`src/rtl/lik_pkg.sv`:
```
// ----------------------------------------------------------------------------
// lik_pkg
// Shared widths, latencies, angle table and rounding for the leg IK pipeline.
// ----------------------------------------------------------------------------
package lik_pkg;

  // CORDIC iteration count and table length
  localparam int unsigned CORDIC_STEPS = 16;
  localparam int unsigned ATAN_LEN     = 24;

  // CORDIC widths: input vector, internal datapath, angle (2^-24 rad)
  localparam int unsigned CIW  = 18;
  localparam int unsigned XW   = 46;
  localparam int unsigned AW   = 28;
  localparam int unsigned FRAC = 24;
  localparam int unsigned CORDIC_LAT = CORDIC_STEPS + 1;

  // square root: 32 bit radicand, 16 bit root, one result bit per stage
  localparam int unsigned SQ_IW    = 32;
  localparam int unsigned SQ_OW    = 16;
  localparam int unsigned SQRT_LAT = SQ_OW;

  // cosine quotient: operand width and quotient width, one bit per stage
  localparam int unsigned DW      = 34;
  localparam int unsigned QW      = 15;
  localparam int unsigned DIV_LAT = QW;

  localparam int ONE_Q14 = 16384;
  localparam logic signed [AW-1:0] PI_S24 = AW'(52707179);

  // configuration register indexes
  typedef logic [1:0] reg_idx_t;
  localparam reg_idx_t REG_COXA  = 2'd0;
  localparam reg_idx_t REG_FEMUR = 2'd1;
  localparam reg_idx_t REG_TIBIA = 2'd2;

  // side info that travels with a quotient: clamped, negative
  typedef struct packed {
    logic spec;
    logic neg;
  } cos_side_t;

  // atan(2^-i) in 2^-24 rad
  function automatic logic signed [AW-1:0] atan_s24(input int unsigned i);
    logic signed [AW-1:0] r;
    unique case (i)
      0:  r = AW'(13176795);
      1:  r = AW'(7778716);
      2:  r = AW'(4110060);
      3:  r = AW'(2086331);
      4:  r = AW'(1047214);
      5:  r = AW'(524117);
      6:  r = AW'(262123);
      7:  r = AW'(131069);
      8:  r = AW'(65536);
      9:  r = AW'(32768);
      10: r = AW'(16384);
      11: r = AW'(8192);
      12: r = AW'(4096);
      13: r = AW'(2048);
      14: r = AW'(1024);
      15: r = AW'(512);
      16: r = AW'(256);
      17: r = AW'(128);
      18: r = AW'(64);
      19: r = AW'(32);
      20: r = AW'(16);
      21: r = AW'(8);
      22: r = AW'(4);
      23: r = AW'(2);
      default: r = '0;
    endcase
    return r;
  endfunction

  // 2^-24 rad to Q3.13, round half up, saturate
  function automatic logic signed [15:0] to_q13(input logic signed [AW:0] a);
    logic signed [AW+1:0] s;
    logic signed [AW+1:0] q;
    logic signed [15:0]   r;
    s = (AW+2)'(a) + (AW+2)'(1024);
    q = s >>> 11;
    if (q > (AW+2)'(32767)) begin
      r = 16'sh7fff;
    end else if (q < -(AW+2)'(32768)) begin
      r = 16'sh8000;
    end else begin
      r = q[15:0];
    end
    return r;
  endfunction

endpackage

```
`src/rtl/lik_div.sv`:
```
// ----------------------------------------------------------------------------
// lik_div
// Pipelined restoring divider for the cosine quotient mag * 2^14 / den.
// ----------------------------------------------------------------------------
module lik_div (
  input  logic                        clk_i,
  input  logic                        en_i,
  input  logic [lik_pkg::DW-1:0]      mag_i,
  input  logic [lik_pkg::DW-1:0]      den_i,
  input  lik_pkg::cos_side_t          side_i,
  output logic [lik_pkg::QW-1:0]      quo_o,
  output lik_pkg::cos_side_t          side_o
);

  localparam int unsigned DW = lik_pkg::DW;
  localparam int unsigned QW = lik_pkg::QW;
  localparam int unsigned RW = DW + 1;
  localparam int unsigned NS = lik_pkg::DIV_LAT;

  logic [RW-1:0]      rem_q  [NS];
  logic [DW-1:0]      den_q  [NS];
  logic [QW-1:0]      quo_q  [NS];
  lik_pkg::cos_side_t side_q [NS];

  for (genvar k = 0; k < NS; k++) begin : g_step
    logic [RW-1:0]      rem_in;
    logic [DW-1:0]      den_in;
    logic [QW-1:0]      quo_in;
    lik_pkg::cos_side_t side_in;
    logic               ge;
    logic [RW-1:0]      diff;
    logic [QW-1:0]      quo_nx;

    if (k == 0) begin : g_first
      assign rem_in  = {1'b0, mag_i};
      assign den_in  = den_i;
      assign quo_in  = '0;
      assign side_in = side_i;
    end else begin : g_next
      assign rem_in  = rem_q[k-1];
      assign den_in  = den_q[k-1];
      assign quo_in  = quo_q[k-1];
      assign side_in = side_q[k-1];
    end

    assign ge     = rem_in >= {1'b0, den_in};
    assign diff   = ge ? rem_in - {1'b0, den_in} : rem_in;
    assign quo_nx = quo_in | (QW'(ge) << (QW - 1 - k));

    // one quotient bit, remainder doubled for the next
    always_ff @(posedge clk_i) begin
      if (en_i) begin
        rem_q[k]  <= {diff[RW-2:0], 1'b0};
        den_q[k]  <= den_in;
        quo_q[k]  <= quo_nx;
        side_q[k] <= side_in;
      end
    end
  end

  assign quo_o  = quo_q[NS-1];
  assign side_o = side_q[NS-1];

endmodule

```
`config.mk`:
```
export PLATFORM = sky130hd
export DESIGN_NAME = lik_div
export DESIGN_NICKNAME = d
export VERILOG_FILES = /design/src/rtl/lik_pkg.sv /design/src/rtl/lik_div.sv
export SDC_FILE = /design/constraint.sdc
export NUM_CORES = 2
export LEC_CHECK = 0
export ABC_AREA = 1
export ABC_CLOCK_PERIOD_IN_PS = 2600
export BUFFER_PORTS_ARGS = -buffer_cell sky130_fd_sc_hd__clkbuf_2
export CAP_MARGIN = 20
export CORE_MARGIN = 4
export CORE_UTILIZATION = 30
export CTS_BUF_LIST = sky130_fd_sc_hd__clkbuf_16
export CTS_CLUSTER_DIAMETER = 30
export DETAILED_ROUTE_END_ITERATION = 10
export SYNTH_ARGS = -nofsm -noshare
export SYNTH_HDL_FRONTEND = slang
export SYNTH_SLANG_ARGS = --single-unit
export TNS_END_PERCENT = 5
```
`constraint.sdc`:
```
create_clock -name clk_i -period 2.6 [get_ports clk_i]
set_input_delay 0 -clock clk_i [delete_from_list [all_inputs] [get_ports clk_i]]
set_output_delay 0 -clock clk_i [all_outputs]
set_load 0.05 [all_outputs]
```
# ---- After elaboration in Yosys (flattened, before gate mapping)
# Memories as Yosys holds them, arrays and structs flattened.
# Cells that the tools add are included.
dict set report classes {
  n_reduce_logical 0
  n_bitwise 14
  addsub 15
  order_cmp 15
  n_shift 0
  n_eq_ne 0
  muxes 17
  n_mul 0
  n_div 0
}
# op count
set op_table {}
lappend op_table {{$mux W34} 15}
lappend op_table {{$sub A34 B34 Y34} 15}
lappend op_table {{$ge A35 B34 Y1} 14}
lappend op_table {{$ge A34 B34 Y1} 1}
lappend op_table {{$or A15 B1 Y15} 1}
lappend op_table {{$or A15 B10 Y15} 1}
lappend op_table {{$or A15 B11 Y15} 1}
lappend op_table {{$or A15 B12 Y15} 1}
lappend op_table {{$or A15 B13 Y15} 1}
lappend op_table {{$or A15 B14 Y15} 1}
lappend op_table {{$or A15 B2 Y15} 1}
lappend op_table {{$or A15 B3 Y15} 1}
lappend op_table {{$or A15 B4 Y15} 1}
lappend op_table {{$or A15 B5 Y15} 1}
lappend op_table {{$or A15 B6 Y15} 1}
lappend op_table {{$or A15 B7 Y15} 1}
lappend op_table {{$or A15 B8 Y15} 1}
lappend op_table {{$or A15 B9 Y15} 1}
lappend op_table {{$mux W1} 2}
dict set report totals {
  ram_bits 1275
  mem_count 4
  latch_bits 0
  elab_cells 65
  inputBits 72
  romBits 0
  ff_bits 0
}
# memory depth width rd rd_clocked_by_memory_dff write_ports line_no
set memory_table {}
lappend memory_table {den_q 15 34 14 0 15 lik_div.sv:21} ;# logic [DW-1:0] den_q [NS];
lappend memory_table {rem_q 15 34 14 0 15 lik_div.sv:20} ;# logic [RW-1:0] rem_q [NS];
lappend memory_table {quo_q 15 15 15 0 15 lik_div.sv:22} ;# logic [QW-1:0] quo_q [NS];
lappend memory_table {side_q 15 2 15 0 15 lik_div.sv:23} ;# lik_pkg::cos_side_t side_q [NS];

# ---- Longest topological paths before layout
# An unclocked memory read counts as a cell.
dict set report logic_depth {
  word_depth 3
  ltp_mapped 17
  ltp_nobuf 15
}

# ---- Worst setup path before layout
# No wires, ideal clock.
dict set report synth_path {
  path_kind {reg-to-reg}
  startpoint {mem rem_q[0][103] (netlist name)}
  endpoint {mem rem_q[0][161] (netlist name) (data pin)}
  slack_ps 562
  n_path_buf 1
  t_required_ps 2347
  arrival_time_ps 1785
  setup_time_ps 253
  path_stages_with_launch 15
  cell_sequence {edfxtp_1 -> ha_1 -> nand2_1 -> nor2_1 -> nor2_2 -> inv_2 -> nand2_1 -> nand3_2 -> nand2_1 -> nand2_1 -> nand2_2 -> nand2_4 -> buf_4 -> nand3_1 -> nand2_1}
}
# item line_no
set synth_rtl {}
lappend synth_rtl {{start, declared} lik_div.sv:20}

==> impl_metrics.tcl <==
set metrics [dict create \
    status "finished, final reports clean" \
    synth_adder_area_share_pct 8.73 \
    crit_required_ns 3.37 \
    finalHoldViolations 0 \
    clkSinkCount 1102 \
    cp_max_fo 14 \
    final_core_util_pct 39.7 \
    dp_hpwl_um 210000 \
    internal-power_mw 73.7 \
    syn-num-nets 10776 \
    layout_common_cells "nand2_1, inv_1, edfxtp_1" \
    synth_mux_area_share_pct 0 \
    gp_congestion 0.962 \
    core_sq_um 252000 \
    slew_headroom_pct 61.7 \
    finalCritPeriodShare_pct 97.3 \
    synth_area_sq_um 76200 \
    die_height_um 512 \
    ctsRootBufferMaster "clkbuf_16" \
    worst_pin_slew_ns 0.574 \
    synth-seq-cells 1102 \
    clock_latency_ns 0.91 \
    worstPathArrival_ns 3.30 \
    p_clk_share_pct 28.0 \
    dr_total_vias 67848 \
    holdPathStages 4 \
    initial_core_util_pct 30.2 \
    grt_pass1_vias 71472 \
    r2r_start "rem_q[1][134]$_DFFE_PP_" \
    worstSetupPathType "flop to flop" \
    gr-total-overflow 0 \
    max_freq_ghz 0.395 \
    place_area_sq_um 88100 \
    rsz0062_at_grt "true" \
    fin_area_sq_um 100000 \
    rows 184 \
    multi_input_area_sq_um 35900 \
    dieArea_sq_um 262000 \
    cp-end-kind "flop" \
    max-cap-violations 0 \
    port_buffers 88 \
    io_pins 89 \
    maxSlewViolCount 0 \
    numCtsBuffers 294 \
    drt_iter0_drc 2795 \
    synth-simple-area-share_pct 30.3 \
    p_total_mw 123 \
    synthToLayoutAreaGrowth_pct 31.3 \
    cpPeakStageDelay_ns 0.46 \
    setup_ws_ns 0.0706 \
    yosysWarnings 0 \
    synthXorXnorAreaFrac_pct 2.89 \
    cpMaxStageDelayCell "edfxtp_1" \
    ant_nets 0 \
    powerDensity_nw_per_um2 1230 \
    path_clk_slew_ns 0.04 \
    hp-start "mag_i[0]" \
    antenna_found_initial 1 \
    tritoncts "yes" \
    fin_nets 12245 \
    grt_pass1_wl_um 382000 \
    critPathLaunchType "flop" \
    dpl.cell_count 14545 \
    seqPwrFrac_pct 23.7 \
    fillers 26095 \
    power.share.combinational_pct 48.3 \
    cp_common_cell "nand2_1" \
    drc 0 \
    dp_slack_ns -0.324 \
    timing.final.crit_period_ns 2.53 \
    syn_inst 10181 \
    regArea_sq_um 33100 \
    synth_cell_types 37 \
    routedWlPerCell_um 16.6 \
    dieWidth_um 512 \
    dr.pass1.iters 5 \
    reg2reg_depth 13 \
    setup_viol 0 \
    synth_top_family_by_area "simple AND/OR/NAND/NOR gates" \
    peakVddDrop_mv 0.746 \
    grt_usage_pct 18.8 \
    routed_via_density 4.46 \
    yosysSeqAreaShare_pct 43.4 \
    hp-class "input pin to flop" \
    avgSynthCellArea_sq_um 7.48 \
    cellLeakagePower_nw 50.9 \
    worstPathCellList "ha_1 > inv_1 > nor2_2 > nand3_1 > nor2_1 > nand3_2 > nand2_1 > nor2_2 > nand2_4 > buf_8 > buf_4 > nand2_1 > nand2_1" \
    ctsHtreeMaxLevel 5 \
    grt_max_degree 93 \
    drt-total-wl_um 252000 \
    cts_buffer_depth 4 \
    fin_skew_ns 0.0714 \
    p_sw_share_pct 40.2 \
    crit_start "rem_q[1][134]$_DFFE_PP_" \
    final_common_cell "nand2_1" \
    final-instance-count-excl-fill 15208 \
    synth_compound_area_share_pct 4.15 \
    layout-drive-gt1-share_pct 15.5 \
    p_sw_mw 49.6 \
]
## metal layers
layer / vias to the layer above / track usage (%) / part of all wire, %
li1: 35036 / - / -
met1: 30463 / 15.6 / 32
met2: 1456 / 38.7 / 55
met3: 893 / 2.19 / 2.5
met4: 0 / 15.9 / 9.8
met5: - / 0 / 0
## cell usage after synthesis (all sizes together)
cell | instances | share of area [%]
o21ai | 171 | 1.1
nand2 | 4122 | 21
inv | 1907 | 9.4
a21o | 1 | 0.0099
and3 | 12 | 0.099
a21boi | 1 | 0.0099
fa | 14 | 0.37
or2 | 10 | 0.082
nor4 | 5 | 0.066
nor2 | 824 | 4.2
buf | 87 | 1.1
nand3 | 500 | 3.4
nand3b | 90 | 0.89
o21bai | 29 | 0.29
xnor2 | 34 | 0.39
o31a | 1 | 0.011
nor3 | 72 | 0.47
nand4 | 59 | 0.48
edfxtp | 1102 | 43
nor3b | 1 | 0.0099
xor2 | 217 | 2.5
clkbuf | 1 | 0.018
a21oi | 410 | 2.7
ha | 509 | 8.4
o211ai | 1 | 0.0099
and2 | 1 | 0.0082
## path summary, 6_finish.rpt
check,end,slack (ns)
min,rem_q[0][0]$_DFFE_PP_,0.09
min reg2reg,quo_q[0][114]$_DFFE_PP_,0.40
max,rem_q[1][154]$_DFFE_PP_,0.07
max reg2reg,rem_q[1][154]$_DFFE_PP_,0.07
## registers in the layout, indices dropped and copies added (netlist names)
signal,cells
quo_q,120
side_q,30
den_q,476
rem_q,476
## timing repair
item / 4_1_cts / 5_1_grt
pin swaps: 0 / 3
resized for setup: 25 / 189
hold endpoints to repair: 1038 / 0
setup endpoints to repair: 79 / 433
hold buffers: 150 / 0
buffers inserted: 0 / 6
cloned: 0 / 1
## cell families after synthesis
group	Yosys count
buffers and inverters	1995
adders and majority gates	523
DFF	1102
xor gates and xnor gates	251
and+or+nand+nor	5696
AOI/OAI and AO/OA	614
## per-stage QoR
stage	hold slack [ns]	setup TNS, ns
floorplan	0.0989	0
global placement	0.181	-10.39
detailed placement	0.179	-8.70
CTS	0.0405	0
global route	0.125	-0.416
finish	0.0933	0
## critical path: cells and delay by family, from the launching register on
kind | cells | cell delay, ns
fa+ha+maj | 1 | 0.40
flops | 1 | 0.46
buf+inv | 3 | 0.40
simple gates | 9 | 1.14
## layout make-up
cell class | instances | share of cell area (%)
diodes | 1 | 0.00250
inverters | 1907 | 7.22
multi-input cells | 7084 | 35.8
clock inverters | 206 | 2.02
well taps | 3348 | 4.19
repair buffers | 1261 | 10.2
clock buffers | 299 | 7.48
flip-flops and latches | 1102 | 33.1
## power groups by stage
stage | clock (mW) | combinational, mW | sequential (mW)
finish | 34.5 | 59.5 | 29.2
global route | 36.2 | 66.4 | 29.6
CTS | 35.2 | 58.5 | 29.1
detailed placement | 0 | 58.0 | 29.4
global placement | 0 | 58.0 | 29.4
floorplan | 0 | 35.8 | 28.1
Note: power is estimated with default switching activity, not from simulation.
