## config.mk

```make
export PLATFORM = sky130hd
export DESIGN_NAME = lik_cordic
export DESIGN_NICKNAME = d
export VERILOG_FILES = /design/src/rtl/lik_pkg.sv /design/src/rtl/lik_cordic.sv
export SDC_FILE = /design/constraint.sdc
export NUM_CORES = 2
export LEC_CHECK = 0
export BUFFER_PORTS_ARGS = -buffer_cell sky130_fd_sc_hd__buf_2
export CORE_MARGIN = 5
export CORE_UTILIZATION = 60
export DETAILED_ROUTE_END_ITERATION = 16
export PLACE_DENSITY = 0.79
export SLEW_MARGIN = 20
export SYNTH_ARGS = -nofsm -noshare
export SYNTH_HDL_FRONTEND = slang
export SYNTH_SLANG_ARGS = --single-unit
```

## constraint.sdc

```tcl
create_clock -name clk_i -period 5.9 [get_ports clk_i]
set_input_delay 0.885 -clock clk_i [delete_from_list [all_inputs] [get_ports clk_i]]
set_output_delay 0.885 -clock clk_i [all_outputs]
set_load 0.02 [all_outputs]
```

## src/rtl/lik_pkg.sv

```systemverilog
// ----------------------------------------------------------------------------
// lik_pkg
// Shared widths, latencies, angle table and rounding for the leg IK pipeline.
// ----------------------------------------------------------------------------
package lik_pkg;

  // CORDIC iteration count and table length
  localparam int unsigned CORDIC_STEPS = 16;
  localparam int unsigned ATAN_LEN     = 24;

  // CORDIC widths: input vector, internal datapath, angle (2^-24 rad)
  localparam int unsigned CIW  = 18;
  localparam int unsigned XW   = 46;
  localparam int unsigned AW   = 28;
  localparam int unsigned FRAC = 24;
  localparam int unsigned CORDIC_LAT = CORDIC_STEPS + 1;

  // square root: 32 bit radicand, 16 bit root, one result bit per stage
  localparam int unsigned SQ_IW    = 32;
  localparam int unsigned SQ_OW    = 16;
  localparam int unsigned SQRT_LAT = SQ_OW;

  // cosine quotient: operand width and quotient width, one bit per stage
  localparam int unsigned DW      = 34;
  localparam int unsigned QW      = 15;
  localparam int unsigned DIV_LAT = QW;

  localparam int ONE_Q14 = 16384;
  localparam logic signed [AW-1:0] PI_S24 = AW'(52707179);

  // configuration register indexes
  typedef logic [1:0] reg_idx_t;
  localparam reg_idx_t REG_COXA  = 2'd0;
  localparam reg_idx_t REG_FEMUR = 2'd1;
  localparam reg_idx_t REG_TIBIA = 2'd2;

  // side info that travels with a quotient: clamped, negative
  typedef struct packed {
    logic spec;
    logic neg;
  } cos_side_t;

  // atan(2^-i) in 2^-24 rad
  function automatic logic signed [AW-1:0] atan_s24(input int unsigned i);
    logic signed [AW-1:0] r;
    unique case (i)
      0:  r = AW'(13176795);
      1:  r = AW'(7778716);
      2:  r = AW'(4110060);
      3:  r = AW'(2086331);
      4:  r = AW'(1047214);
      5:  r = AW'(524117);
      6:  r = AW'(262123);
      7:  r = AW'(131069);
      8:  r = AW'(65536);
      9:  r = AW'(32768);
      10: r = AW'(16384);
      11: r = AW'(8192);
      12: r = AW'(4096);
      13: r = AW'(2048);
      14: r = AW'(1024);
      15: r = AW'(512);
      16: r = AW'(256);
      17: r = AW'(128);
      18: r = AW'(64);
      19: r = AW'(32);
      20: r = AW'(16);
      21: r = AW'(8);
      22: r = AW'(4);
      23: r = AW'(2);
      default: r = '0;
    endcase
    return r;
  endfunction

  // 2^-24 rad to Q3.13, round half up, saturate
  function automatic logic signed [15:0] to_q13(input logic signed [AW:0] a);
    logic signed [AW+1:0] s;
    logic signed [AW+1:0] q;
    logic signed [15:0]   r;
    s = (AW+2)'(a) + (AW+2)'(1024);
    q = s >>> 11;
    if (q > (AW+2)'(32767)) begin
      r = 16'sh7fff;
    end else if (q < -(AW+2)'(32768)) begin
      r = 16'sh8000;
    end else begin
      r = q[15:0];
    end
    return r;
  endfunction

endpackage

```

## src/rtl/lik_cordic.sv

```systemverilog
// ----------------------------------------------------------------------------
// lik_cordic
// Pipelined vectoring CORDIC atan2, one iteration per stage, 2^-24 rad out.
// ----------------------------------------------------------------------------
module lik_cordic (
  input  logic                               clk_i,
  input  logic                               en_i,
  input  logic signed [lik_pkg::CIW-1:0]     y_i,
  input  logic signed [lik_pkg::CIW-1:0]     x_i,
  output logic signed [lik_pkg::AW-1:0]      ang_o
);

  localparam int unsigned CIW = lik_pkg::CIW;
  localparam int unsigned XW  = lik_pkg::XW;
  localparam int unsigned AW  = lik_pkg::AW;
  localparam int unsigned NS  = lik_pkg::CORDIC_STEPS;

  logic signed [XW-1:0] x_q [NS+1];
  logic signed [XW-1:0] y_q [NS+1];
  logic signed [AW-1:0] a_q [NS+1];
  logic [NS:0]          zero_q;

  logic signed [XW-1:0] x_ext;
  logic signed [XW-1:0] y_ext;
  logic                 left;
  logic                 zero_d;

  assign x_ext  = {{(XW-CIW){x_i[CIW-1]}}, x_i};
  assign y_ext  = {{(XW-CIW){y_i[CIW-1]}}, y_i};
  assign left   = x_i[CIW-1];
  assign zero_d = (x_i == '0) && (y_i == '0);

  // fold left half plane, scale to 2^-24
  always_ff @(posedge clk_i) begin
    if (en_i) begin
      if (left) begin
        x_q[0] <= (-x_ext) <<< lik_pkg::FRAC;
        y_q[0] <= (-y_ext) <<< lik_pkg::FRAC;
        a_q[0] <= y_i[CIW-1] ? -lik_pkg::PI_S24 : lik_pkg::PI_S24;
      end else begin
        x_q[0] <= x_ext <<< lik_pkg::FRAC;
        y_q[0] <= y_ext <<< lik_pkg::FRAC;
        a_q[0] <= '0;
      end
    end
  end

  // zero vector flag rides along
  always_ff @(posedge clk_i) begin
    if (en_i) begin
      zero_q <= {zero_q[NS-1:0], zero_d};
    end
  end

  for (genvar k = 0; k < NS; k++) begin : g_step
    localparam logic signed [AW-1:0] Atan = lik_pkg::atan_s24(k);
    logic signed [XW-1:0] xs;
    logic signed [XW-1:0] ys;

    assign xs = x_q[k] >>> k;
    assign ys = y_q[k] >>> k;

    // rotate toward the x axis
    always_ff @(posedge clk_i) begin
      if (en_i) begin
        if (!y_q[k][XW-1]) begin
          x_q[k+1] <= x_q[k] + ys;
          y_q[k+1] <= y_q[k] - xs;
          a_q[k+1] <= a_q[k] + Atan;
        end else begin
          x_q[k+1] <= x_q[k] - ys;
          y_q[k+1] <= y_q[k] + xs;
          a_q[k+1] <= a_q[k] - Atan;
        end
      end
    end
  end

  assign ang_o = zero_q[NS] ? '0 : a_q[NS];

endmodule

```

* After elaboration in Yosys (flattened, before gate mapping) *
Memory sizes are Yosys's and may differ from the RTL's.
Cells that the tools add are included.

storage, ports and cells
  RAM bits = 2040
  bits of input ports = 38
  word-level logic and storage cells = 310
  flip-flop bits (word level) = 17
  memories kept = 3
  output and inout port bits = 28

memory list
  memory  depth  width  read ports  clocked after memory_dff  wr ports  RTL line          text
  x_q     17     46     16          0                         17        lik_cordic.sv:18  logic signed [XW-1:0] x_q [NS+1];
  y_q     17     46     16          0                         17        lik_cordic.sv:19  logic signed [XW-1:0] y_q [NS+1];
  a_q     17     28     17          0                         17        lik_cordic.sv:20  logic signed [AW-1:0] a_q [NS+1];

cells by class
  muxes and demuxes = 155
  bitwise operators = 51
  add/sub/neg operators = 97
  reduce and logical (&&, ||, !) cells = 3

operator list
  kind              count
  $mux 46           34
  $mux 28           19
  $mux 1            102
  $add 46x31->46    2
  $add 46x32->46    2
  $add 46x33->46    2
  $add 46x34->46    2
  $add 46x35->46    2
  $add 46x36->46    2
  $add 46x37->46    2
  $add 46x38->46    2
  $add 46x39->46    2
  $add 46x40->46    2
  $add 46x41->46    2
  $add 46x42->46    2
  $add 46x43->46    2
  $add 46x44->46    2
  $add 46x45->46    2
  $sub 46x31->46    2
  $sub 46x32->46    2
  $sub 46x33->46    2
  $sub 46x34->46    2
  $sub 46x35->46    2
  $sub 46x36->46    2
  45 further kinds  109

* Depth between registers and ports, before layout *
An unclocked memory read counts as a cell.

  word-level depth = 5
  depth in mapped cells = 26
  depth with buffers taken out = 25

* Worst setup path before layout *
Ideal clock, no wire load.

  path kind = in2reg
  start = input port en_i
  end = memory y_q[9][43], data pin
  data arrival time = 5.503 ns
  path buffers = 6
  path slack = 0.137 ns
  stages = 22
  data required time = 5.640 ns
  library setup time = 0.260 ns
  path through = buf_2 > buf_2 > clkbuf_1 > clkbuf_1 > nand2_1 > clkbuf_1 > buf_1 > o21ai_0 > ha_1 > a21o_1 > a21oi_1 > o211ai_1 > a31oi_1 > o21ai_1 > a21oi_1 > o41ai_1 > a221oi_1 > o21bai_1 > and4_1 > a311o_1 > a21o_1 > xor2_1

RTL lines
  what             RTL line          text
  start, declared  lik_cordic.sv:7   input logic en_i,
  end, declared    lik_cordic.sv:19

==> qor.yml <==
clock_path_buffers: 3
gp_routability_congestion: 1.03
design_area_um2: 141000
placed_area_um2: 135000
ys_seq_area_share_pct: 35.6
synth_mux_area_share_pct: 0.489
start_util_pct: 60.4
via_per_inst: 6.26
setup.worst_path.start_class: "flop"
drc: 0
slowest_stage: "o41ai_1"
critical-path-top-delay-family: "compound AO/OA/AOI/OAI gates"
fin_skew_ns: 0.0417
drtPass1Iterations: 6
nNetsFinal: 15400
dp.cells: 16500
synth_top_family_by_area: "compound AO/OA/AOI/OAI gates"
grt_pass1_vias: 98300
holdWs_ns: 0.250
worst_pin_slew_ns: 0.962
fin_cells: 16900
period_needed_ns: 5.61
synth-simple-area-share_pct: 13.1
synth_top_area_cell: "edfxtp_1"
slew_headroom_pct: 35.9
synth_seq_cells: 1556
synth-edff-count: 1556
drv_slew: 0
h-tree-depth: 4
synth_ff_type: "edfxtp_1"
cp_data_required_time_ns: 6.47
rsz0062_at_grt: "yes"
drive_gt1_share_pct: 4.52
syn_to_final_growth_pct: 7.48
utilization_pct: 64.9
routedWlPerCell_um: 20.5
ioPinCount: 66
synth_warnings: 0
ys_types: 104
finalCritPeriodShare_pct: 95.1
ant_nets: 0
syn_area_um2: 131000
path_max_fanout: 7
critical_path.cell_chain: "or3_1 > or4_1 > or3_1 > o41ai_1 > xnor2_1 > ha_1 > a21o_1 > a21o_1 > a21oi_1 > o21a_1 > o21ai_0 > o21ai_0 > a21boi_0 > a31oi_1 > a31oi_1 > a31oi_1 > o21ai_0 > a21oi_1 > xnor2_1"
grt_pass1_wl_um: 542000
die_w_um: 478
avgSynthCellArea_um2: 9.54
hold_class: "input pin to flop"
vias: 106000
grt_max_degree: 145
cts_tree: "done"
synth_compound_area_share_pct: 20.0
clkTransAtPathRegs_ns: 0.06
cts_buffers: 173
grtUsageTotal_pct: 29.2
num-fill-cells: 17600
routed_wl_um: 347000
die_y_um: 478
hpwl_um: 274000
ys_top_cells_by_area: "edfxtp_1, ha_1, xnor2_1, a21oi_1, xor2_1"
overflow: 0
core_area_um2: 218000
clk-insertion-delay-late_ns: 0.84
clock-sinks: 1556
worstPathArrival_ns: 6.18
synth.net_count: 15300
port_buffers: 65
synth.top_cell.area_share_pct: 35.6
synth_xor_area_share_pct: 13.6
synth_cells: 13800
rows: 171
cp-end-kind: "flop"
synthAdderAreaFrac_pct: 14.7
critical-path-max-stage-delay_ns: 0.51
fmax_ghz: 0.178
maxCapViolations: 0
antenna_found_initial: 11
async_reset_ff_share_pct: 0
crit_type: "flop to flop"
setup_violations: 0
fp.dieArea_um2: 228000
hold_viol: 0
drtIter0Drc: 9888
status: "finished, final reports clean"
cts-root-buf: "clkbuf_16"
critPathBufInv: 0
final cells by class:
type                            count  area [µm²]  share of cell area (%)
Multi-Input combinational cell  11300       81400                    57.6
Sequential cell                  1556       46700                    33.1
Clock buffer                      193        4430                    3.13
Tap cell                         2854        3570                    2.53
Inverter                          578        2170                    1.54
Timing Repair Buffer              230        1640                    1.16
Clock inverter                    125        1250                   0.886
Antenna cell                       18        45.0                  0.0319
metal layers:
metal / global-route usage [%] / up-vias / share of wire [%]
met5: 0 / - / 0.014
met4: 11.3 / 8 / 4.3
met3: 4.35 / 668 / 7.4
met2: 45.8 / 3988 / 44
met1: 41.0 / 49800 / 44
li1: - / 51100 / -
path summary, 6_finish.rpt:
check	slack, ns	from	endpoint	depth (start not counted)
hold reg to reg	0.41	a_q[13][3]$_DFFE_PP_	a_q[14][3]$_DFFE_PP_	0
setup reg to reg	0.29	x_q[10][15]$_DFFE_PP_	y_q[11][45]$_DFFE_PP_	19
setup / recovery	0.29	x_q[10][15]$_DFFE_PP_	y_q[11][45]$_DFFE_PP_	19
hold / removal	0.25	x_i[0]	x_q[0][24]$_DFFE_PP_	1
worst reg2reg max path: stages (launching register included):
cell and delay, ns:
edfxtp_1 0.45, or3_1 0.47, or4_1 0.43, or3_1 0.46, o41ai_1 0.51, xnor2_1 0.23, ha_1 0.29, a21o_1 0.19
a21o_1 0.18, a21oi_1 0.14, o21a_1 0.15, o21ai_0 0.12, o21ai_0 0.31, a21boi_0 0.21, a31oi_1 0.30, a31oi_1 0.20
a31oi_1 0.34, o21ai_0 0.14, a21oi_1 0.18, xnor2_1 0.08
state kept, by name (all words and copies together) (netlist names):
register	count
y_q	550
zero_q	17
x_q	538
a_q	451
synthesized netlist by cell type, drive strengths merged, types with 75 or more instances:
master,number
o21a,164
clkbuf,279
nand3,231
o21ai,833
edfxtp,1556
and3,106
a21o,681
nor2,974
nand2,843
nor2b,210
o41ai,90
nand2b,242
o21bai,174
a31oi,108
ha,1480
o31ai,166
or3,89
nor4,112
xor2,745
a21oi,1417
nand4,128
nor3,308
a211oi,90
inv,571
and2,75
xnor2,1294
per-stage QoR:
stage | TNS, ns | setup slack [ns]
after floorplan | 0 | 0.137
after global placement | 0 | 0.283
after detailed placement | 0 | 0.223
after CTS | 0 | 0.291
after global routing | -0.0446 | -0.0307
final | 0 | 0.286
kinds of logic (layout without fill, tap and decap cells):
| logic type | after synthesis | after routing |
|---|---|---|
| AO/OA/AOI/OAI | 4173 | 4173 |
| other | 0 | 18 |
| XOR/XNOR | 2040 | 2040 |
| AND/OR/NAND/NOR | 3530 | 3530 |
| multiplexers | 61 | 61 |
| buffers and inverters | 894 | 1126 |
| flip-flops | 1556 | 1556 |
| adder cells (fa/ha/maj) | 1517 | 1517 |
cells in the final DEF (no fill, tap or decap), drive strengths merged, types with 30 or more instances in the layout:
master / n
a21boi: 72
and4: 37
nor3: 308
clkinv: 83
buf: 230
o211ai: 35
nor2b: 210
xnor2: 1294
and2: 75
o31ai: 166
nand2b: 242
edfxtp: 1556
o21a: 164
o21bai: 174
nor2: 974
a21oi: 1417
a221oi: 30
a21o: 681
and3: 106
a2111oi: 32
fa: 37
a211oi: 90
a211o: 30
clkbuf: 193
o41ai: 90
mux2i: 36
a31oi: 108
or2: 33
nand4: 128
nand3: 231
o21ai: 833
inv: 588
nor4: 112
ha: 1480
or4: 61
xor2: 745
nand2: 843
or3: 89
repair_timing:
| item | in CTS | in global routing |
|---|---|---|
| resized for setup | 0 | 20 |
| hold buffers | 0 | 0 |
| setup buffers | 0 | 2 |
| setup endpoints to repair | 0 | 18 |
Power is not shown: default switching activity piles up to over one toggle a cycle in this logic, so the estimate is an artifact.
