===== src/rtl/lik_pkg.sv =====
// ----------------------------------------------------------------------------
// lik_pkg
// Shared widths, latencies, angle table and rounding for the leg IK pipeline.
// ----------------------------------------------------------------------------
package lik_pkg;

  // CORDIC iteration count and table length
  localparam int unsigned CORDIC_STEPS = 16;
  localparam int unsigned ATAN_LEN     = 24;

  // CORDIC widths: input vector, internal datapath, angle (2^-24 rad)
  localparam int unsigned CIW  = 18;
  localparam int unsigned XW   = 46;
  localparam int unsigned AW   = 28;
  localparam int unsigned FRAC = 24;
  localparam int unsigned CORDIC_LAT = CORDIC_STEPS + 1;

  // square root: 32 bit radicand, 16 bit root, one result bit per stage
  localparam int unsigned SQ_IW    = 32;
  localparam int unsigned SQ_OW    = 16;
  localparam int unsigned SQRT_LAT = SQ_OW;

  // cosine quotient: operand width and quotient width, one bit per stage
  localparam int unsigned DW      = 34;
  localparam int unsigned QW      = 15;
  localparam int unsigned DIV_LAT = QW;

  localparam int ONE_Q14 = 16384;
  localparam logic signed [AW-1:0] PI_S24 = AW'(52707179);

  // configuration register indexes
  typedef logic [1:0] reg_idx_t;
  localparam reg_idx_t REG_COXA  = 2'd0;
  localparam reg_idx_t REG_FEMUR = 2'd1;
  localparam reg_idx_t REG_TIBIA = 2'd2;

  // side info that travels with a quotient: clamped, negative
  typedef struct packed {
    logic spec;
    logic neg;
  } cos_side_t;

  // atan(2^-i) in 2^-24 rad
  function automatic logic signed [AW-1:0] atan_s24(input int unsigned i);
    logic signed [AW-1:0] r;
    unique case (i)
      0:  r = AW'(13176795);
      1:  r = AW'(7778716);
      2:  r = AW'(4110060);
      3:  r = AW'(2086331);
      4:  r = AW'(1047214);
      5:  r = AW'(524117);
      6:  r = AW'(262123);
      7:  r = AW'(131069);
      8:  r = AW'(65536);
      9:  r = AW'(32768);
      10: r = AW'(16384);
      11: r = AW'(8192);
      12: r = AW'(4096);
      13: r = AW'(2048);
      14: r = AW'(1024);
      15: r = AW'(512);
      16: r = AW'(256);
      17: r = AW'(128);
      18: r = AW'(64);
      19: r = AW'(32);
      20: r = AW'(16);
      21: r = AW'(8);
      22: r = AW'(4);
      23: r = AW'(2);
      default: r = '0;
    endcase
    return r;
  endfunction

  // 2^-24 rad to Q3.13, round half up, saturate
  function automatic logic signed [15:0] to_q13(input logic signed [AW:0] a);
    logic signed [AW+1:0] s;
    logic signed [AW+1:0] q;
    logic signed [15:0]   r;
    s = (AW+2)'(a) + (AW+2)'(1024);
    q = s >>> 11;
    if (q > (AW+2)'(32767)) begin
      r = 16'sh7fff;
    end else if (q < -(AW+2)'(32768)) begin
      r = 16'sh8000;
    end else begin
      r = q[15:0];
    end
    return r;
  endfunction

endpackage


===== src/rtl/lik_sqrt.sv =====
// ----------------------------------------------------------------------------
// lik_sqrt
// Pipelined floor square root, one root bit resolved per stage.
// ----------------------------------------------------------------------------
module lik_sqrt (
  input  logic                             clk_i,
  input  logic                             en_i,
  input  logic [lik_pkg::SQ_IW-1:0]        val_i,
  output logic [lik_pkg::SQ_OW-1:0]        root_o
);

  localparam int unsigned IW = lik_pkg::SQ_IW;
  localparam int unsigned RW = IW + 1;
  localparam int unsigned NS = lik_pkg::SQRT_LAT;

  logic [IW-1:0] rem_q [NS];
  logic [RW-1:0] res_q [NS];

  for (genvar k = 0; k < NS; k++) begin : g_step
    localparam logic [RW-1:0] BitVal = RW'(1) << (IW - 2 - 2 * k);
    logic [IW-1:0] rem_in;
    logic [RW-1:0] res_in;
    logic [RW-1:0] trial;

    if (k == 0) begin : g_first
      assign rem_in = val_i;
      assign res_in = '0;
    end else begin : g_next
      assign rem_in = rem_q[k-1];
      assign res_in = res_q[k-1];
    end

    assign trial = res_in + BitVal;

    // one restoring step
    always_ff @(posedge clk_i) begin
      if (en_i) begin
        if ({1'b0, rem_in} >= trial) begin
          rem_q[k] <= rem_in - trial[IW-1:0];
          res_q[k] <= (res_in >> 1) + BitVal;
        end else begin
          rem_q[k] <= rem_in;
          res_q[k] <= res_in >> 1;
        end
      end
    end
  end

  assign root_o = res_q[NS-1][lik_pkg::SQ_OW-1:0];

endmodule


===== config.mk =====
export PLATFORM = sky130hd
export DESIGN_NAME = lik_sqrt
export DESIGN_NICKNAME = d
export VERILOG_FILES = /design/src/rtl/lik_pkg.sv /design/src/rtl/lik_sqrt.sv
export SDC_FILE = /design/constraint.sdc
export NUM_CORES = 1
export LEC_CHECK = 0
export BUFFER_PORTS_ARGS = -buffer_cell sky130_fd_sc_hd__clkbuf_2
export CORE_UTILIZATION = 25
export DETAILED_ROUTE_END_ITERATION = 8
export PLACE_DENSITY_LB_ADDON = 0.25
export SLEW_MARGIN = 20
export SYNTH_ARGS = -nofsm -noshare
export SYNTH_HDL_FRONTEND = slang
export SYNTH_SLANG_ARGS = --single-unit

===== constraint.sdc =====
create_clock -name clk_i -period 4.5 [get_ports clk_i]
set_input_delay 0.9 -clock clk_i [delete_from_list [all_inputs] [get_ports clk_i]]
set_output_delay 0.9 -clock clk_i [all_outputs]
set_load 0.05 [all_outputs]

## Word level (Yosys, flattened, before mapping)

Memories as Yosys holds them, arrays and structs flattened.
Index checks and enable logic that the tools add are counted.
W data, S select, Z words.

| operators by class | value |
|---|---|
| add/subtract/negate cells | 46 |
| magnitude comparators | 16 |
| mux-type cells | 128 |
| bitwise logic cells | 32 |

Operators by type and width:

| operator | number |
|---|---|
| $mux W33 | 16 |
| $mux W32 | 16 |
| $ge A32 B33 Y1 | 15 |
| $sub A32 B32 Y32 | 15 |
| $mux W1 | 96 |
| $add A32 B1 Y33 const B | 1 |
| $add A32 B11 Y33 const B | 1 |
| $add A32 B13 Y33 const B | 1 |
| $add A32 B15 Y33 const B | 1 |
| $add A32 B17 Y33 const B | 1 |
| $add A32 B19 Y33 const B | 1 |
| $add A32 B21 Y33 const B | 1 |
| $add A32 B23 Y33 const B | 1 |
| $add A32 B25 Y33 const B | 1 |
| $add A32 B27 Y33 const B | 1 |
| $add A32 B29 Y33 const B | 1 |
| $add A32 B3 Y33 const B | 1 |
| $add A32 B5 Y33 const B | 1 |
| $add A32 B7 Y33 const B | 1 |
| $add A32 B9 Y33 const B | 1 |
| $add A33 B1 Y33 const B | 1 |
| $add A33 B11 Y33 const B | 1 |
| $add A33 B13 Y33 const B | 1 |
| $add A33 B15 Y33 const B | 1 |
| 14 further kinds | 45 |

| storage, ports and cells | value |
|---|---|
| register bits | 0 |
| bits in writable memories | 1040 |
| input bits | 34 |
| output and inout bits | 16 |
| word-level logic and storage cells | 224 |
| memories | 2 |

Memory list:

| name | depth | bits a word | rd ports | clocked after Yosys merged registers in | wr ports | line | text |
|---|---|---|---|---|---|---|---|
| res_q | 16 | 33 | 16 | 0 | 16 | lik_sqrt.sv:17 | `logic [RW-1:0] res_q [NS];` |
| rem_q | 16 | 32 | 15 | 0 | 16 | lik_sqrt.sv:16 | `logic [IW-1:0] rem_q [NS];` |

## Logic depth before layout (Yosys ltp)

Gate-level depths: netlist of run 1.
An unclocked memory read counts as a cell.

| depth | value |
|---|---|
| depth after elaboration | 7 |
| mapped depth | 11 |
| depth with buffers taken out | 10 |

## Worst setup path before layout of run 1

Ideal clock, no wire load.

| timing path | value |
|---|---|
| path type | input to register |
| start point | in en_i |
| end point | mem rem_q[1][192] (netlist name) (enable) |
| library setup time | 0.421 ns |
| arrival | 2.710 ns |
| data required time | 4.079 ns |
| path slack | 1.369 ns |
| cell stages on the path | 3 |
| path through | clkbuf_1 > clkbuf_1 > clkbuf_1 |

RTL lines:

| item | line | text |
|---|---|---|
| start: declaration | lik_sqrt.sv:7 | `input logic en_i,` |
| end: declaration | lik_sqrt.sv:16 |  |

==> impl_metrics.py, run 1 <==
metrics = {
    "synth": {
        "synth_top_flop_cell": "edfxtp_1",
        "syn-num-nets": 2426,
        "ys_seq_area_share_pct": 63.8,
        "synth-edff-count": 616,
        "synth_seq_cells": 616,
        "async_flop_share_pct": 0,
        "avgSynthCellArea_um2": 12.9,
        "ys_warn_count": 0,
        "yosysUniqueCellTypes": 72,
        "synth.cell_area_um2": 29000,
        "syn_inst": 2242,
    },
    "clocking": {
        "clk_pin_slew_ns": 0.06,
        "ctsHoldBuffers": 0,
        "cts_setup_buffers": 0,
        "cts.repair.resized": 0,
        "cts_buffers": 68,
        "htree_levels": 3,
        "cts_root_buf": "clkbuf_16",
        "clock_latency_ns": 0.62,
        "cts_buffer_depth": 3,
        "cts_tree": "done",
        "cts.sinks": 616,
    },
    "run_status": {
        "outcome": "complete, but fails checks",
        "violations": "design-rule violations",
    },
    "sta": {
        "hold_viol": 0,
        "setup_viol": 0,
        "fin_setup_tns_ns": 0,
        "relSlewSlack_pct": 35.0,
        "fmax_ghz": 0.288,
        "worst_slack_ns": 1.03,
        "worst_slew_pin_slew_ns": 0.972,
        "finClkSkew_ns": 0.0237,
        "fin_crit_sh_pct": 77.1,
        "hold_ws_ns": 0.443,
        "maxSlewViolCount": 0,
        "min_period_ns": 3.47,
        "rsz0062_at_grt": "false",
    },
    "route": {
        "ant_nets": 0,
        "wl_um": 57500,
        "via_per_inst": 4.39,
        "initialDrtViolationCount": 756,
        "vias": 17100,
        "wl_per_cell_um": 14.8,
        "dr.pass1.iters": 7,
        "drcViolationCount": 4,
    },
    "cells_and_area": {
        "final_common_cell": "edfxtp_1",
        "finish.instance_area_um2": 33200,
        "antenna_cells": 0,
        "final_layout_size_suffix_gt1_share_pct": 8.25,
        "final_cell_mix": "edfxtp_1 (616), inv_1 (175), nand2_1 (163), ha_1 (150), nor2_1 (127)",
        "syn_to_final_growth_pct": 14.7,
        "nets": 2520,
    },
    "place": {
        "hpwlAfterDp_um": 42700,
        "place_area_um2": 31100,
        "globalplace.congestion": 0.872,
        "dp_slack_ns": 1.02,
        "io_buffers": 49,
    },
    "floorplanning": {
        "die_y_um": 342,
        "ios": 50,
        "start_util_pct": 25.3,
        "coreArea_um2": 115000,
        "std_cell_rows": 124,
        "die_area_um2": 117000,
        "die_width_um": 342,
    },
    "setup_path": {
        "cp.arrival_ns": 3.84,
        "endpoint_kind": "flip-flop",
        "start_kind": "flip-flop",
        "reg2reg_depth": 9,
        "cp.required_ns": 4.87,
        "critPathMaxFanout": 4,
        "crit_type": "reg -> reg",
    },
    "global_routing": {
        "grt_overflow": 0,
        "grt_usage_pct": 9.88,
        "grt_pass1_wl_um": 93300,
        "grt_max_degree": 180,
        "antenna_found_initial": 0,
        "grt_pass1_vias": 18600,
    },
    "power": {
        "p_total_w": 0.0150,
        "power_density_nw_per_um2": 452,
        "p_leak_nw": 12.1,
        "irDropWorstVdd_mv": 0.284,
    },
    "min_path": {
        "hold_depth": 0,
        "hp-class": "reg -> reg",
    },
    "flow_run": {
        "cap_violations": 0,
    },
}
worst paths after layout:
check	startpoint	to	slack (ns)
hold / removal	res_q[1][138]$_DFFE_PP_	res_q[1][170]$_DFFE_PP_	0.44
setup / recovery	rem_q[1][134]$_DFFE_PP_	rem_q[1][184]$_DFFE_PP_	1.03
setup reg to reg	rem_q[1][134]$_DFFE_PP_	rem_q[1][184]$_DFFE_PP_	1.03
hold reg to reg	res_q[1][138]$_DFFE_PP_	res_q[1][170]$_DFFE_PP_	0.44
synthesized netlist by cell type (5+ instances only):
library cell  instances  area share (%)
or2_2                 5            0.11
a21oi_1             115             2.0
a31oi_1               8            0.17
o21a_1               28            0.73
edfxtp_1            616              64
nor2_1              127             1.6
nor2b_1              28            0.60
nand4b_1              8            0.24
o31ai_1              10            0.26
and4_1                5            0.15
inv_1               175             2.3
nand3_1              36            0.62
o211ai_1              6            0.16
xnor2_1             124             3.7
or4_1                10            0.26
a21o_1               28            0.73
a211o_1               6            0.18
nor4b_1              12            0.36
nor3_1               54            0.93
o21ai_0             121             2.1
mux2_2               16            0.62
nand4_1              26            0.56
nand2b_1             46            0.99
mux2i_1               9            0.31
a211oi_1              7            0.18
or3_1                16            0.35
ha_1                150             6.5
o21bai_1              7            0.18
nand2_1             163             2.1
nor4_1               72             1.6
and3_1                7            0.15
buf_2                10            0.17
clkbuf_1             35            0.45
nand3b_1              8            0.21
xor2_1               74             2.2
report_power, final:
part | switching [W] | internal [W] | total [W]
Combinational | 0.00124 | 0.000940 | 0.00218
Sequential | 0.000425 | 0.00714 | 0.00757
Clock | 0.00231 | 0.00295 | 0.00527
worst max-delay path, cell delays in order (launching register included):
cell	delay, ns
edfxtp_1	0.39
ha_1	0.36
nor2b_1	0.18
o31a_1	0.28
or4_1	0.40
o311ai_0	0.21
a21oi_1	0.28
a2111oi_1	0.80
nand3b_1	0.17
xnor2_1	0.17
cell families after synthesis:
group | share of synthesized area [%]
AND/OR/NAND/NOR | 11.7
flip-flops | 63.8
AO/OA/AOI/OAI | 8.13
buffers and inverters | 2.91
XOR/XNOR | 5.98
adder cells (fa/ha/maj) | 6.48
multiplexers | 0.933
state kept, by name, indices dropped and copies added (netlist names):
register and flops:
res_q 136, rem_q 480
stage by stage:
stage	cells	util, %
finish	3899	29.0
global route	3899	29.0
CTS	3899	29.0
detailed placement	3778	27.1
global placement	3778	27.1
floorplan	2242	-
metal layers:
layer | global-route usage, % | vias up | wire [µm]
met5 | 0 | - | 0
met4 | 5.06 | 0 | 2640
met3 | 1.85 | 149 | 1810
met2 | 19.7 | 321 | 31800
met1 | 9.41 | 8123 | 21300
li1 | - | 8509 | -
layout make-up:
cell class / count / area (µm²)
flip-flops and latches: 616 / 18500
well taps: 1512 / 1890
multi-input cells: 1405 / 9660
clock inverters: 34 / 334
repair buffers: 69 / 418
clock buffers: 87 / 1770
fillers: 11400 / 81400
inverters: 176 / 661
No activity file was read; power rests on OpenSTA's default activity.
==> run 2, diff against run 1 <==
- ABC_AREA: not set -> 1
- clock period: 4.5 -> 2.8 ns (I/O delays scaled with it)
==> run 2 against run 1 <==
Net effect:
- the run now ends clean
- maximum frequency grew 33%
- first-iteration DRC count grew 130%
- largest power group unchanged
- via count grew 48%
- sequential share of layout area shrank 8.8 points
- largest cell class unchanged
==> impl_metrics.py, run 2 <==
metrics = {
    "run_status": {
        "outcome": "complete, no violations",
    },
    "route": {
        "initialDrtViolationCount": 1729,
        "wl_per_cell_um": 15.8,
        "drcViolationCount": 0,
        "dr.pass1.iters": 5,
        "wl_um": 93400,
        "ant_nets": 0,
        "via_per_inst": 4.30,
        "vias": 25400,
    },
    "cells_and_area": {
        "final_layout_size_suffix_gt1_share_pct": 8.27,
        "final_cell_mix": "nand2_1 (1108), edfxtp_1 (616), inv_1 (612), nor2_1 (470), nand3_1 (236)",
        "antenna_cells": 0,
        "nets": 4229,
        "reg.largest.list": "rem_q: 480 flops, res_q: 136 flops",
        "utilization_pct": 28.7,
        "top_register": "rem_q",
        "final_cells": 5893,
        "final_common_cell": "nand2_1",
        "largest_reg_flops": 480,
        "syn_to_final_growth_pct": 13.9,
    },
    "synth": {
        "avgSynthCellArea_um2": 8.82,
        "synth.cell_area_um2": 34700,
        "async_flop_share_pct": 0,
        "syn_inst": 3936,
        "ys_seq_area_share_pct": 53.3,
        "synth_seq_cells": 616,
        "ys_warn_count": 0,
        "yosysUniqueCellTypes": 52,
        "ys_top_cells_by_area": "edfxtp_1 (53%), nand2_1 (12%), inv_1 (6.6%)",
        "syn-num-nets": 4120,
        "synth.most_common_cell": "nand2_1",
        "yosysTopAreaCell": "edfxtp_1",
        "synth_top_flop_cell": "edfxtp_1",
        "synthDominantCellAreaShare_pct": 53.3,
        "synth_top_cells_by_count": "nand2_1 (1108), edfxtp_1 (616), inv_1 (612)",
        "synth-edff-count": 616,
    },
    "global_routing": {
        "grt_pass1_wl_um": 145000,
        "antenna_found_initial": 0,
        "grt_usage_pct": 13.4,
        "grt_pass1_vias": 25600,
        "grt_max_degree": 133,
        "grt_overflow": 0,
    },
    "sta": {
        "fin_crit_sh_pct": 93.4,
        "relSlewSlack_pct": 48.1,
        "hold_ws_ns": 0.0708,
        "fin_setup_tns_ns": 0,
        "hold_viol": 0,
        "rsz0062_at_grt": "false",
        "fmax_ghz": 0.382,
        "maxSlewViolCount": 0,
        "min_period_ns": 2.62,
        "worst_slew_pin_slew_ns": 0.778,
        "finClkSkew_ns": 0.0368,
        "setup_viol": 0,
    },
    "power": {
        "seqPwrFrac_pct": 45.3,
        "irDropWorstVdd_mv": 0.459,
        "pwr-share-comb_pct": 20.2,
        "p_leak_nw": 16.9,
        "p_switching_w": 0.00837,
        "power_density_nw_per_um2": 680,
        "p_int_w": 0.0185,
        "p_total_w": 0.0269,
        "swShare_pct": 31.1,
        "power_frac_clock_pct": 34.5,
    },
    "setup_path": {
        "endpoint_kind": "flip-flop",
        "crit_type": "reg -> reg",
        "critPathMaxFanout": 6,
        "critPathSlowestCell": "o21ai_1",
        "start_kind": "flip-flop",
        "cp.arrival_ns": 3.00,
        "cp_common_cell": "nand2_1",
        "path_cells": "ha_1 -> nand2_1 -> o21ai_1 -> nand2_1 -> nand3_1 -> nand2_1 -> nand2_1 -> nand2_1 -> nand3_1 -> nand2_1",
        "slowest_delay_ns": 0.53,
        "cp.required_ns": 3.19,
    },
    "flow_run": {
        "cap_violations": 0,
    },
    "floorplanning": {
        "die_y_um": 375,
        "std_cell_rows": 136,
        "die_area_um2": 140000,
        "die_width_um": 375,
        "coreArea_um2": 138000,
        "start_util_pct": 25.2,
        "ios": 50,
    },
    "clocking": {
        "cts_root_buf": "clkbuf_16",
        "htree_levels": 3,
        "cts_buffers": 72,
        "cts.sinks": 616,
        "clock_latency_ns": 0.68,
        "cts_tree": "done",
        "cts_buffer_depth": 3,
        "clk_pin_slew_ns": 0.06,
    },
    "place": {
        "hpwlAfterDp_um": 74400,
        "io_buffers": 49,
        "dp_cells": 5765,
        "globalplace.congestion": 0.902,
    },
    "min_path": {
        "hp-class": "in -> reg",
    },
}
==> run 2: cell count changes after synthesis, moves of 61 or more <==
cell | before | now
nand2_1 | 163 | 1108
inv_1 | 175 | 612
nor2_1 | 127 | 470
nand3_1 | 36 | 236
xnor2_1 | 124 | 52
nor4_1 | 72 | 11
==> run 2: kinds of logic after synthesis <==
| logic type | synth area share, % |
|---|---|
| adder cells (fa/ha/maj) | 5.41 |
| flip-flops | 53.3 |
| XOR/XNOR | 2.90 |
| buffers and inverters | 7.83 |
| AO/OA/AOI/OAI | 4.50 |
| AND/OR/NAND/NOR | 26.1 |
==> run 2: area by class of cell <==
class	count	area, µm²
clock buffer	92	1920
clock inverter	36	414
fill	14600	98100
inverter	643	2410
multi-input combinational	2634	13500
sequential	616	18500
tap	1794	2240
timing repair buffer	78	536
==> run 2: worst max-delay path: cells and delay by family, from the launching register on <==
kind                       cells  cell delay [ns]
DFF                            1             0.48
adders and majority gates      1             0.44
AOI/OAI and AO/OA              1             0.53
and+or+nand+nor                8             0.91
==> run 2: through the flow <==
stage               setup slack, ns  instance area, µm²
floorplan                     0.102               34700
global route                 0.0130               39500
detailed placement           0.0803               37200
CTS                          0.0531               39500
finish                        0.184               39500
global placement            0.00707               37200
==> run 2: routing by layer <==
metal	GRT usage, %	routed length [µm]
met3	1.99	2920
met1	15.8	39800
met2	24.5	47800
met5	0	0
met4	4.43	2810
==> run 2: power by group through the flow <==
stage	Sequential, W	Combinational [W]	Clock, W
after global placement	0.0124	0.00548	0
after floorplan	0.0120	0.00398	0
after global routing	0.0123	0.00618	0.00994
final	0.0122	0.00543	0.00927
after detailed placement	0.0124	0.00546	0
after CTS	0.0122	0.00549	0.00959
==> run 2: path summary, 6_finish.rpt <==
kind | from | endpoint | slack, ns | cells past startpoint
setup / recovery | rem_q[1][104]$_DFFE_PP_ | rem_q[1][146]$_DFFE_PP_ | 0.18 | 10
hold / removal | val_i[20] | rem_q[0][20]$_DFFE_PP_ | 0.07 | 1
setup reg to reg | rem_q[1][104]$_DFFE_PP_ | rem_q[1][146]$_DFFE_PP_ | 0.18 | 10
hold reg to reg | rem_q[0][206]$_DFFE_PP_ | rem_q[0][238]$_DFFE_PP_ | 0.43 | 0
==> run 2: what timing repair did <==
item	4_1_cts	5_1_grt
hold buffers	0	0
setup buffers	0	0
resized for setup	0	1
endpoints found under the setup margin	0	1
